==> config.mk <==
export PLATFORM = sky130hd
export DESIGN_NAME = decimal_long_division_digits
export DESIGN_NICKNAME = d
export VERILOG_FILES = /design/src/dld_pkg.sv /design/src/decimal_long_division_digits.sv /design/src/dld_front.sv /design/src/dld_queue.sv /design/src/dld_back.sv
export SDC_FILE = /design/constraint.sdc
export NUM_CORES = 2
export LEC_CHECK = 0
export ABC_AREA = 1
export BUFFER_PORTS_ARGS = -buffer_cell sky130_fd_sc_hd__buf_2
export CORE_UTILIZATION = 35
export DETAILED_ROUTE_END_ITERATION = 16
export PLACE_DENSITY = 0.57
export RECOVER_POWER = 100
export SYNTH_ARGS = -nofsm -noshare
export SYNTH_HDL_FRONTEND = slang
export SYNTH_SLANG_ARGS = --single-unit
==> constraint.sdc <==
create_clock -name clk -period 7.2 [get_ports clk]
set_clock_uncertainty 0.2 [all_clocks]
set_input_delay 0.72 -clock clk [delete_from_list [all_inputs] [get_ports clk]]
set_output_delay 0.72 -clock clk [all_outputs]
set_load 0.01 [all_outputs]
==> src/dld_pkg.sv <==
// ----------------------------------------------------------------------------
// dld_pkg
// Shared types and constants for the decimal long division digit writer.
// ----------------------------------------------------------------------------
`timescale 1ns / 1ps

package dld_pkg;

  // number of digits after the point
  localparam int FRACTION_DIGITS = 48;
  // operand width, matches the input fields
  localparam int OPERAND_WIDTH   = 32;
  // width of ten times a remainder below the divisor
  localparam int XW              = OPERAND_WIDTH + 4;
  // character counter covers the integer digit, the point and the fraction
  localparam int POS_W           = $clog2(FRACTION_DIGITS + 2);
  localparam logic [POS_W-1:0] POS_POINT = POS_W'(1);
  localparam logic [POS_W-1:0] LAST_POS  = POS_W'(FRACTION_DIGITS + 1);

  // task queue between front and back
  localparam int QUEUE_DEPTH = 2;
  localparam int QPTR_W      = $clog2(QUEUE_DEPTH);
  localparam int QCNT_W      = $clog2(QUEUE_DEPTH + 1);

  localparam logic [7:0] CHAR_ZERO  = 8'h30;
  localparam logic [7:0] CHAR_POINT = 8'h2E;

  typedef enum logic [1:0] {
    STATUS_OK       = 2'd0,
    STATUS_BIG      = 2'd1,
    STATUS_DIV_ZERO = 2'd2
  } status_t;

  typedef enum logic {
    B_IDLE,
    B_RUN
  } back_state_t;

  typedef struct packed {
    logic [31:0] dividend;
    logic [31:0] divisor;
  } in_t;

  typedef struct packed {
    logic [7:0] character;
    logic       last;
    status_t    status;
  } out_t;

  // classified work item
  typedef struct packed {
    status_t                  kind;
    logic [OPERAND_WIDTH-1:0] num;
    logic [OPERAND_WIDTH-1:0] den;
  } task_t;

endpackage

==> src/decimal_long_division_digits.sv <==
// ----------------------------------------------------------------------------
// decimal_long_division_digits
// The first character reaches the output register after passing the input
// register, the task queue and the digit engine's task load. A normal quotient
// then gives one character per cycle while the output slot is free,
// FRACTION_DIGITS + 2 in all; a flagged item gives one character. The digit
// engine takes one item at a time and loads the next only once it is done.
// Reset: synchronous, empties the input register, queue and output slot.
// ----------------------------------------------------------------------------
`timescale 1ns / 1ps

module decimal_long_division_digits
  import dld_pkg::*;
(
  input  logic clk,
  input  logic rst,
  input  logic in_valid,
  output logic in_ready,
  input  in_t  in_data,
  output logic out_valid,
  input  logic out_ready,
  output out_t out_data
);

  logic  push_valid;
  logic  push_ready;
  task_t push_data;
  logic  pop_valid;
  logic  pop_ready;
  task_t pop_data;

  // classify incoming items
  dld_front u_front (
    .clk        (clk),
    .rst        (rst),
    .in_valid   (in_valid),
    .in_ready   (in_ready),
    .in_data    (in_data),
    .push_valid (push_valid),
    .push_ready (push_ready),
    .push_data  (push_data)
  );

  // decouple front from digit engine
  dld_queue u_queue (
    .clk        (clk),
    .rst        (rst),
    .push_valid (push_valid),
    .push_ready (push_ready),
    .push_data  (push_data),
    .pop_valid  (pop_valid),
    .pop_ready  (pop_ready),
    .pop_data   (pop_data)
  );

  // write out characters
  dld_back u_back (
    .clk        (clk),
    .rst        (rst),
    .pop_valid  (pop_valid),
    .pop_ready  (pop_ready),
    .pop_data   (pop_data),
    .out_valid  (out_valid),
    .out_ready  (out_ready),
    .out_data   (out_data)
  );

endmodule

==> src/dld_front.sv <==
// ----------------------------------------------------------------------------
// dld_front
// Input stage: registers each item and classifies it as ok, too big or
// divide by zero before handing it to the task queue.
// ----------------------------------------------------------------------------
`timescale 1ns / 1ps

module dld_front
  import dld_pkg::*;
(
  input  logic  clk,
  input  logic  rst,
  input  logic  in_valid,
  output logic  in_ready,
  input  in_t   in_data,
  output logic  push_valid,
  input  logic  push_ready,
  output task_t push_data
);

  logic             hold_valid;
  in_t              hold;
  logic [XW-1:0]    den_x10;
  logic             is_zero;
  logic             is_big;

  // input register takes a transfer whenever it is empty or draining
  assign in_ready = !hold_valid || push_ready;

  always_ff @(posedge clk) begin
    if (rst) begin
      hold_valid <= 1'b0;
    end else if (in_ready) begin
      hold_valid <= in_valid;
    end
  end

  always_ff @(posedge clk) begin
    if (in_valid && in_ready) begin
      hold <= in_data;
    end
  end

  // quotient of ten or more when dividend reaches ten times the divisor
  assign den_x10 = (XW'(hold.divisor[OPERAND_WIDTH-1:0]) << 3)
                 + (XW'(hold.divisor[OPERAND_WIDTH-1:0]) << 1);
  assign is_zero = (hold.divisor[OPERAND_WIDTH-1:0] == '0);
  assign is_big  = (XW'(hold.dividend[OPERAND_WIDTH-1:0]) >= den_x10);

  always_comb begin
    push_data.num = hold.dividend[OPERAND_WIDTH-1:0];
    push_data.den = hold.divisor[OPERAND_WIDTH-1:0];
    priority if (is_zero) begin
      push_data.kind = STATUS_DIV_ZERO;
    end else if (is_big) begin
      push_data.kind = STATUS_BIG;
    end else begin
      push_data.kind = STATUS_OK;
    end
  end

  assign push_valid = hold_valid;

endmodule

==> src/dld_queue.sv <==
// ----------------------------------------------------------------------------
// dld_queue
// Short task queue that decouples the input stage from the digit engine.
// ----------------------------------------------------------------------------
`timescale 1ns / 1ps

module dld_queue
  import dld_pkg::*;
(
  input  logic  clk,
  input  logic  rst,
  input  logic  push_valid,
  output logic  push_ready,
  input  task_t push_data,
  output logic  pop_valid,
  input  logic  pop_ready,
  output task_t pop_data
);

  task_t             entry [QUEUE_DEPTH];
  logic [QPTR_W-1:0] wr_ptr;
  logic [QPTR_W-1:0] rd_ptr;
  logic [QCNT_W-1:0] count;
  logic              do_push;
  logic              do_pop;

  assign push_ready = (count != QCNT_W'(QUEUE_DEPTH));
  assign pop_valid  = (count != '0);
  assign pop_data   = entry[rd_ptr];
  assign do_push    = push_valid && push_ready;
  assign do_pop     = pop_valid && pop_ready;

  // pointers and fill count
  always_ff @(posedge clk) begin
    if (rst) begin
      wr_ptr <= '0;
      rd_ptr <= '0;
      count  <= '0;
    end else begin
      if (do_push) begin
        wr_ptr <= (wr_ptr == QPTR_W'(QUEUE_DEPTH - 1)) ? '0 : wr_ptr + 1'b1;
      end
      if (do_pop) begin
        rd_ptr <= (rd_ptr == QPTR_W'(QUEUE_DEPTH - 1)) ? '0 : rd_ptr + 1'b1;
      end
      unique case ({do_push, do_pop})
        2'b10:   count <= count + 1'b1;
        2'b01:   count <= count - 1'b1;
        default: count <= count;
      endcase
    end
  end

  // entry storage
  always_ff @(posedge clk) begin
    if (do_push) begin
      entry[wr_ptr] <= push_data;
    end
  end

endmodule

==> src/dld_back.sv <==
// ----------------------------------------------------------------------------
// dld_back
// Digit engine: takes one task at a time and writes its characters, one
// decimal digit recurrence per cycle while the output slot is free, into a registered output slot.
// ----------------------------------------------------------------------------
`timescale 1ns / 1ps

module dld_back
  import dld_pkg::*;
(
  input  logic  clk,
  input  logic  rst,
  input  logic  pop_valid,
  output logic  pop_ready,
  input  task_t pop_data,
  output logic  out_valid,
  input  logic  out_ready,
  output out_t  out_data
);

  back_state_t       state;
  back_state_t       state_next;
  status_t           kind;
  logic [XW-1:0]     x;
  logic [XW-1:0]     mult [1:9];
  logic [POS_W-1:0]  pos;
  logic              slot_free;
  logic              step;
  logic              fin;
  logic [XW:0]       diff [1:9];
  logic [3:0]        digit;
  logic [XW-1:0]     rem;
  logic [XW-1:0]     x_next;
  out_t              res_next;

  assign slot_free = !out_valid || out_ready;
  assign fin       = (kind != STATUS_OK) || (pos == LAST_POS);

  // state register
  always_ff @(posedge clk) begin
    if (rst) begin
      state <= B_IDLE;
    end else begin
      state <= state_next;
    end
  end

  // next state and handshakes
  always_comb begin
    state_next = state;
    pop_ready  = 1'b0;
    step       = 1'b0;
    unique case (state)
      B_IDLE: begin
        pop_ready = 1'b1;
        if (pop_valid) begin
          state_next = B_RUN;
        end
      end
      B_RUN: begin
        if (slot_free) begin
          step = 1'b1;
          if (fin) begin
            state_next = B_IDLE;
          end
        end
      end
    endcase
  end

  // digit select against the nine divisor multiples
  always_comb begin
    digit = 4'd0;
    rem   = x;
    for (int k = 1; k <= 9; k++) begin
      diff[k] = {1'b0, x} - {1'b0, mult[k]};
      if (!diff[k][XW]) begin
        digit = 4'(k);
        rem   = diff[k][XW-1:0];
      end
    end
    x_next = (rem << 3) + (rem << 1);
  end

  // character for the current position
  always_comb begin
    res_next.status = kind;
    res_next.last   = fin;
    if (kind != STATUS_OK) begin
      res_next.character = 8'd0;
    end else if (pos == POS_POINT) begin
      res_next.character = CHAR_POINT;
    end else begin
      res_next.character = CHAR_ZERO + {4'd0, digit};
    end
  end

  // output slot valid
  always_ff @(posedge clk) begin
    if (rst) begin
      out_valid <= 1'b0;
    end else if (step) begin
      out_valid <= 1'b1;
    end else if (out_ready) begin
      out_valid <= 1'b0;
    end
  end

  // task load and recurrence registers
  always_ff @(posedge clk) begin
    if (pop_valid && pop_ready) begin
      kind <= pop_data.kind;
      x    <= XW'(pop_data.num);
      pos  <= '0;
      for (int k = 1; k <= 9; k++) begin
        mult[k] <= XW'(pop_data.den) * XW'(k);
      end
    end else if (step) begin
      pos <= pos + 1'b1;
      if (pos != POS_POINT) begin
        x <= x_next;
      end
    end
  end

  always_ff @(posedge clk) begin
    if (step) begin
      out_data <= res_next;
    end
  end

  // flagged items always come as a single final character
  a_flag_last: assert property (@(posedge clk) disable iff (rst)
    out_valid && (out_data.status != STATUS_OK) |-> out_data.last)
    else $error("flagged result without last");

  // ok characters are a digit or the point
  a_char_set: assert property (@(posedge clk) disable iff (rst)
    out_valid && (out_data.status == STATUS_OK) |->
      (out_data.character == CHAR_POINT) ||
      ((out_data.character >= CHAR_ZERO) && (out_data.character <= CHAR_ZERO + 8'd9)))
    else $error("bad character");

  // partial dividend stays below ten times the divisor
  a_x_bound: assert property (@(posedge clk) disable iff (rst)
    (state == B_RUN) && (kind == STATUS_OK) |-> (x < (mult[9] + mult[1])))
    else $error("partial dividend out of range");

  // the point is never the final character
  a_point_not_last: assert property (@(posedge clk) disable iff (rst)
    out_valid && (out_data.character == CHAR_POINT) |-> !out_data.last)
    else $error("point marked last");

endmodule
Word-level counts from Yosys, hierarchy flattened
Memory sizes are Yosys's and may differ from the RTL's. A register that Yosys moved wholly into a read port is not among the register bits.
Cells that the tools add are included.

word-level totals
  flip-flop bits (word level) = 125
  memory bits (writable) = 456
  output and inout bits = 13
  word-level logic and storage cells = 108
  memories kept = 2

memories
  name           words  width  rd ports  clocked after memory_dff  write ports  line             text
  u_back.mult    9      36     9         0                         9            dld_back.sv:25   logic [XW-1:0] mult [1:9];
  u_queue.entry  2      66     1         1                         1            dld_queue.sv:20  task_t entry [QUEUE_DEPTH];

cells by class
  add/subtract/negate cells = 17
  $mul = 5
  order comparisons = 1
  equal/unequal tests = 6
  mux-type cells = 42
  bitwise logic cells = 1
  reduce and logical (&&, ||, !) cells = 18

operator list
  cell                                                 count
  subtractor 36 x 36 -> 37 bit                         9
  2-to-1 mux 35 bit                                    9
  2-to-1 mux 32 bit                                    3
  multiplier 32 x 3 -> 35 bit (second input constant)  2
  multiplier 32 x 2 -> 34 bit (second input constant)  2
  adder 35 x 33 -> 36 bit                              1
  adder 36 bit                                         1
  >= comparator 32 x 36 -> 1 bit                       1
  multiplier 32 x 4 -> 36 bit (second input constant)  1
  zero test 32 bit                                     1
  2-to-1 mux 1 bit                                     18
  2-to-1 mux 3 bit                                     4
  nonzero test 2 bit                                   6
  2-to-1 mux 4 bit                                     2
  adder 6 x 4 -> 7 bit (first input constant)          1
  adder 6 x 1 -> 6 bit (second input constant)         1
  == test 6 x 1 -> 1 bit (second input constant)       1
  == test 6 bit (second input constant)                1
  2-to-1 mux 2 bit                                     3
  2-to-1 mux 6 bit                                     1
  != test 6 x 1 -> 1 bit (second input constant)       1
  case mux 2 bit (2 select lines)                      1
  AND reduction 2 bit                                  2
  logical AND 1 bit                                    3
  11 further kinds                                     15

Logic depth before layout (Yosys ltp)
An unclocked memory read counts as a cell.

  depth in word-level cells = 15
  depth in mapped cells = 49
  mapped depth without buffers = 48

Hierarchy
From an unflattened synthesis, not the netlist that was laid out.

second synthesis, totals
  cell total of the unflattened synthesis = 5,940
  area, all modules = 45,653.8 um^2

modules (own cells, without submodules)
  module     times used  cells each  area each (um^2)  sequential area each (um^2)
  dld_back   1           5,144       35,684.2          6,456.2
  dld_queue  1           243         5,165.0           4,063.9
  dld_front  1           553         4,804.6           1,941.9

Least setup slack after synthesis
OpenSTA, ideal clock, no wires.

  path kind = register -> register
  start = register u_queue.count[0]
  end = register u_queue.count[1]
  library setup time = 0.128 ns
  arrival time = 6.600 ns
  required time = 6.872 ns
  slack = 0.272 ns
  cell stages (with the launch flop) = 9
  path buffers = 1
  clock period less this slack = 6.928 ns
  cell sequence = dfxtp_1 -> nor2_1 -> nor2_1 -> clkbuf_1 -> ha_1 -> inv_1 -> nand2_1 -> nor3_1 -> nor3_1

on the way
  cells in the longest elaborated chain, start to end = 4
  elaborated cells on any way between the ends = 10

ends and longest elaborated chain
  element                                                                       line             text
  start, declared                                                               dld_queue.sv:23  logic [QCNT_W-1:0] count;
  start signal, assigned                                                        dld_queue.sv:47  2'b10: count <= count + 1'b1;
  start signal, assigned                                                        dld_queue.sv:48  2'b01: count <= count - 1'b1;
  start signal, assigned                                                        dld_queue.sv:49  default: count <= count;
  nonzero test 2 bit *                                                          dld_queue.sv:28  assign pop_valid = (count != '0);
  logical AND 1 bit *                                                           dld_queue.sv:31  assign do_pop = pop_valid && pop_ready;
  named net u_queue.do_pop                                                      dld_queue.sv:25  logic do_pop;
  == test 2 x 1 -> 1 bit / == test 2 bit (equally long branches)                dld_queue.sv:46  unique case ({do_push, do_pop})
  case mux 2 bit (2 select lines) / nonzero test 2 bit (equally long branches)  --

Mark *: on every way through the listed nets, which the timed path passes. The rest lies on a longest branch.
A chain may end at the register's enable or synchronous reset.

==> out/qor.json <==
{
  "outcome": {
    "run_status": "complete, but fails checks",
    "violations": "max-capacitance violations, max-slew violations"
  },
  "route": {
    "drt_pre_antenna_iters": 6,
    "routed_via_density": 5.41,
    "drt-initial-drc-count": 3435,
    "routed_wirelength_mm": 163,
    "post_drt_wl_per_cell_um": 21.5,
    "drcViolationCount": 0,
    "ant_nets": 0,
    "num_vias": 41000
  },
  "clocking": {
    "clk_path_buf_depth": 3,
    "clock-root-buffer": "sky130_fd_sc_hd__clkbuf_16",
    "post_cts.resized_instances": 0,
    "cts-hold-fix-buffers": 0,
    "cts_clk_pin_slew_worst_paths_ps": 70,
    "cts-buffers-inserted": 47,
    "clock_tree_from_tritoncts": "built",
    "clock_sink_count": 421,
    "cts.repair_timing.setup_buffer_count": 0,
    "h_tree_lvl_count": 2,
    "clkLatencyLatePin_ps": 620
  },
  "job": {
    "maxCapViolCount": 5
  },
  "floorplanning": {
    "coreArea_um2": 124000,
    "fp.dieW_um": 356,
    "initial_util_pct": 35.4,
    "floorplan.die.height_um": 356,
    "design.die.area_um2": 127000,
    "rows": 129,
    "io_pins": 81
  },
  "synthesis": {
    "yosys-top-cells-area": "sky130_fd_sc_hd__edfxtp_1 (28%), sky130_fd_sc_hd__ha_1 (16%), sky130_fd_sc_hd__nand2_1 (11%), sky130_fd_sc_hd__a21oi_1 (7.3%), sky130_fd_sc_hd__inv_1 (5.4%)",
    "netlist.top_cell.by_area": "sky130_fd_sc_hd__edfxtp_1",
    "avgSynthCellArea_um2": 7.66,
    "yosys_register_bits": 421,
    "synth_cell_types": 72,
    "netlist.area_leader.share_pct": 27.5,
    "count_of_flip_flops_with_a_built_in_enable_after_synthesis": 403,
    "synth_async_sr_flop_share_pct": 0,
    "synth_area_um2": 44000,
    "synth.yosys.warnings": 0,
    "syn-instance-count": 5740,
    "ys.flop_type": "sky130_fd_sc_hd__edfxtp_1",
    "synth_sequential_area_ratio_pct": 28.3
  },
  "grt": {
    "grt_pass1_vias": 40200,
    "initial_antenna_violation_count": 4,
    "grt_start_max_net_pins": 128,
    "grt_pass1_wl_mm": 242,
    "overflow": 0,
    "grt_usage_pct": 25.1
  },
  "timing": {
    "max-slew-margin-rel_pct": -167,
    "period_minus_slack_ps": 6800,
    "final_max_tran_viols": 279,
    "fmaxAchievable_mhz": 147,
    "holdWs_ps": 72.7,
    "finalSetupViolCount": 0,
    "worst_slew_pin_slew_ps": 4010,
    "final-hold-violation-count": 0,
    "timing.setup.tns_ps": 0,
    "grt_setup_unrepaired": "no",
    "layout_worst_path_cycle_share_pct": 94.4
  },
  "hold_path": {
    "min-delay-path-class": "in2reg"
  },
  "worst_setup_path": {
    "timing.critical_path.slowest_cell_delay_ps": 580,
    "worst-setup-path-type": "reg2reg",
    "required_time_reported_for_the_critical_path_endpoint_ps": 7380,
    "endpoint_kind": "flip-flop",
    "crit_family": "compound AO/OA/AOI/OAI gates",
    "number_of_buffers_and_inverters_on_the_critical_path": 4,
    "cp_common_cell": "sky130_fd_sc_hd__nand2_1",
    "critPathLaunchType": "flip-flop",
    "worstPathArrival_ps": 6980,
    "worstPathMaxFanout": 27,
    "critPathSlowestCell": "sky130_fd_sc_hd__fa_1"
  },
  "place": {
    "io_buffer_count": 78,
    "gp_congestion": 1.01,
    "dp.final_hpwl_mm": 135
  },
  "finish": {
    "final_layout_size_suffix_gt1_share_pct": 6.70,
    "finish.net_count": 6580,
    "area_growth_syn_to_layout_pct": 10.0
  }
}
-- layer usage --
metal / wire length, um / GRT usage [%] / up-vias
li1: - / - / 20200
met1: 72400 / 33.6 / 19400
met2: 76800 / 43.2 / 1189
met3: 8540 / 1.89 / 205
met4: 4850 / 6.99 / 2
met5: 8 / 0 / -
-- metrics by stage --
stage | std cells | instance area (um2) | utilization [%] | setup slack [ps]
2_1_floorplan | 5741 | 44000 | - | 272
3_3_place_gp | 7487 | 46900 | 37.8 | 525
3_5_place_dp | 7487 | 46900 | 37.8 | 530
4_1_cts | 7573 | 48500 | 39.1 | 494
5_1_grt | 7574 | 48400 | 39.0 | 18.5
6_report | 7575 | 48400 | 39.0 | 402
-- cells in the mapped netlist, types with 46 or more instances --
cell                          n
sky130_fd_sc_hd__nand2_1   1342
sky130_fd_sc_hd__a21oi_1    637
sky130_fd_sc_hd__inv_1      632
sky130_fd_sc_hd__ha_1       570
sky130_fd_sc_hd__edfxtp_1   403
sky130_fd_sc_hd__nor2_1     400
sky130_fd_sc_hd__o21ai_0    260
sky130_fd_sc_hd__nand3_1    235
sky130_fd_sc_hd__xor2_1     190
sky130_fd_sc_hd__xnor2_1    183
sky130_fd_sc_hd__o21ai_1     71
sky130_fd_sc_hd__a31oi_1     70
sky130_fd_sc_hd__o211ai_1    59
sky130_fd_sc_hd__nor3_1      52
sky130_fd_sc_hd__a21o_1      48
sky130_fd_sc_hd__o21bai_1    46
-- worst reg2reg max path, delay by kind of cell (launching register included) --
kind,cells,cell delay [ps]
simple gates,14,1500
buf+inv,4,930
compound gates,14,2110
xor+xnor,1,140
fa+ha+maj,3,1230
flops,1,480
-- flip-flops by register name (all words and copies together), names as in the netlist, 2 cells and up, named ones only --
register           count
u_back.mult          164
u_queue.entry        132
u_front.push_data     64
u_back.x              36
u_back.out_data        9
u_back.pos             6
u_back.kind            2
u_queue.count          2
-- final timing paths --
path                            depth (start not counted)  slack, ps                     to          startpoint
worst min register to register                          0        260     u_back.out_data[1]      u_back.kind[1]
worst max-delay path                                   36        400           u_back.x[24]  u_back.mult[0][36]
worst max register to register                         36        400           u_back.x[24]  u_back.mult[0][36]
worst min-delay path                                    1         70  u_front.push_data[51]         in_data[51]
-- logic make-up after synthesis --
logic type	Yosys count	share of synthesized area, %
flip-flops	421	28.3
AO/OA/AOI/OAI	1388	18.5
AND/OR/NAND/NOR	2215	21.0
adder cells (fa/ha/maj)	613	18.2
buffers and inverters	729	6.52
XOR/XNOR	373	7.43
other	1	0.00853
-- final cells by class --
cell class | count | area, um2
clock buffers | 56 | 1230
diodes | 2 | 5.00
fillers | 13000 | 75800
inverters | 646 | 2420
flip-flops and latches | 421 | 12500
multi-input cells | 4591 | 28600
repair buffers | 192 | 1260
clock inverters | 30 | 332
well taps | 1637 | 2050
-- placed cells by master (no fill, tap or decap), drive strengths merged, types with 82 or more instances in the layout --
cell,synthesis,final
a21oi,663,663
buf,47,166
clkbuf,36,82
edfxtp,403,403
ha,570,570
inv,646,646
nand2,1370,1370
nand3,239,239
nor2,406,406
o21ai,358,358
xnor2,183,183
xor2,190,190
Power is not shown: default switching activity piles up to over one toggle a cycle in this logic, so the estimate is an artifact.
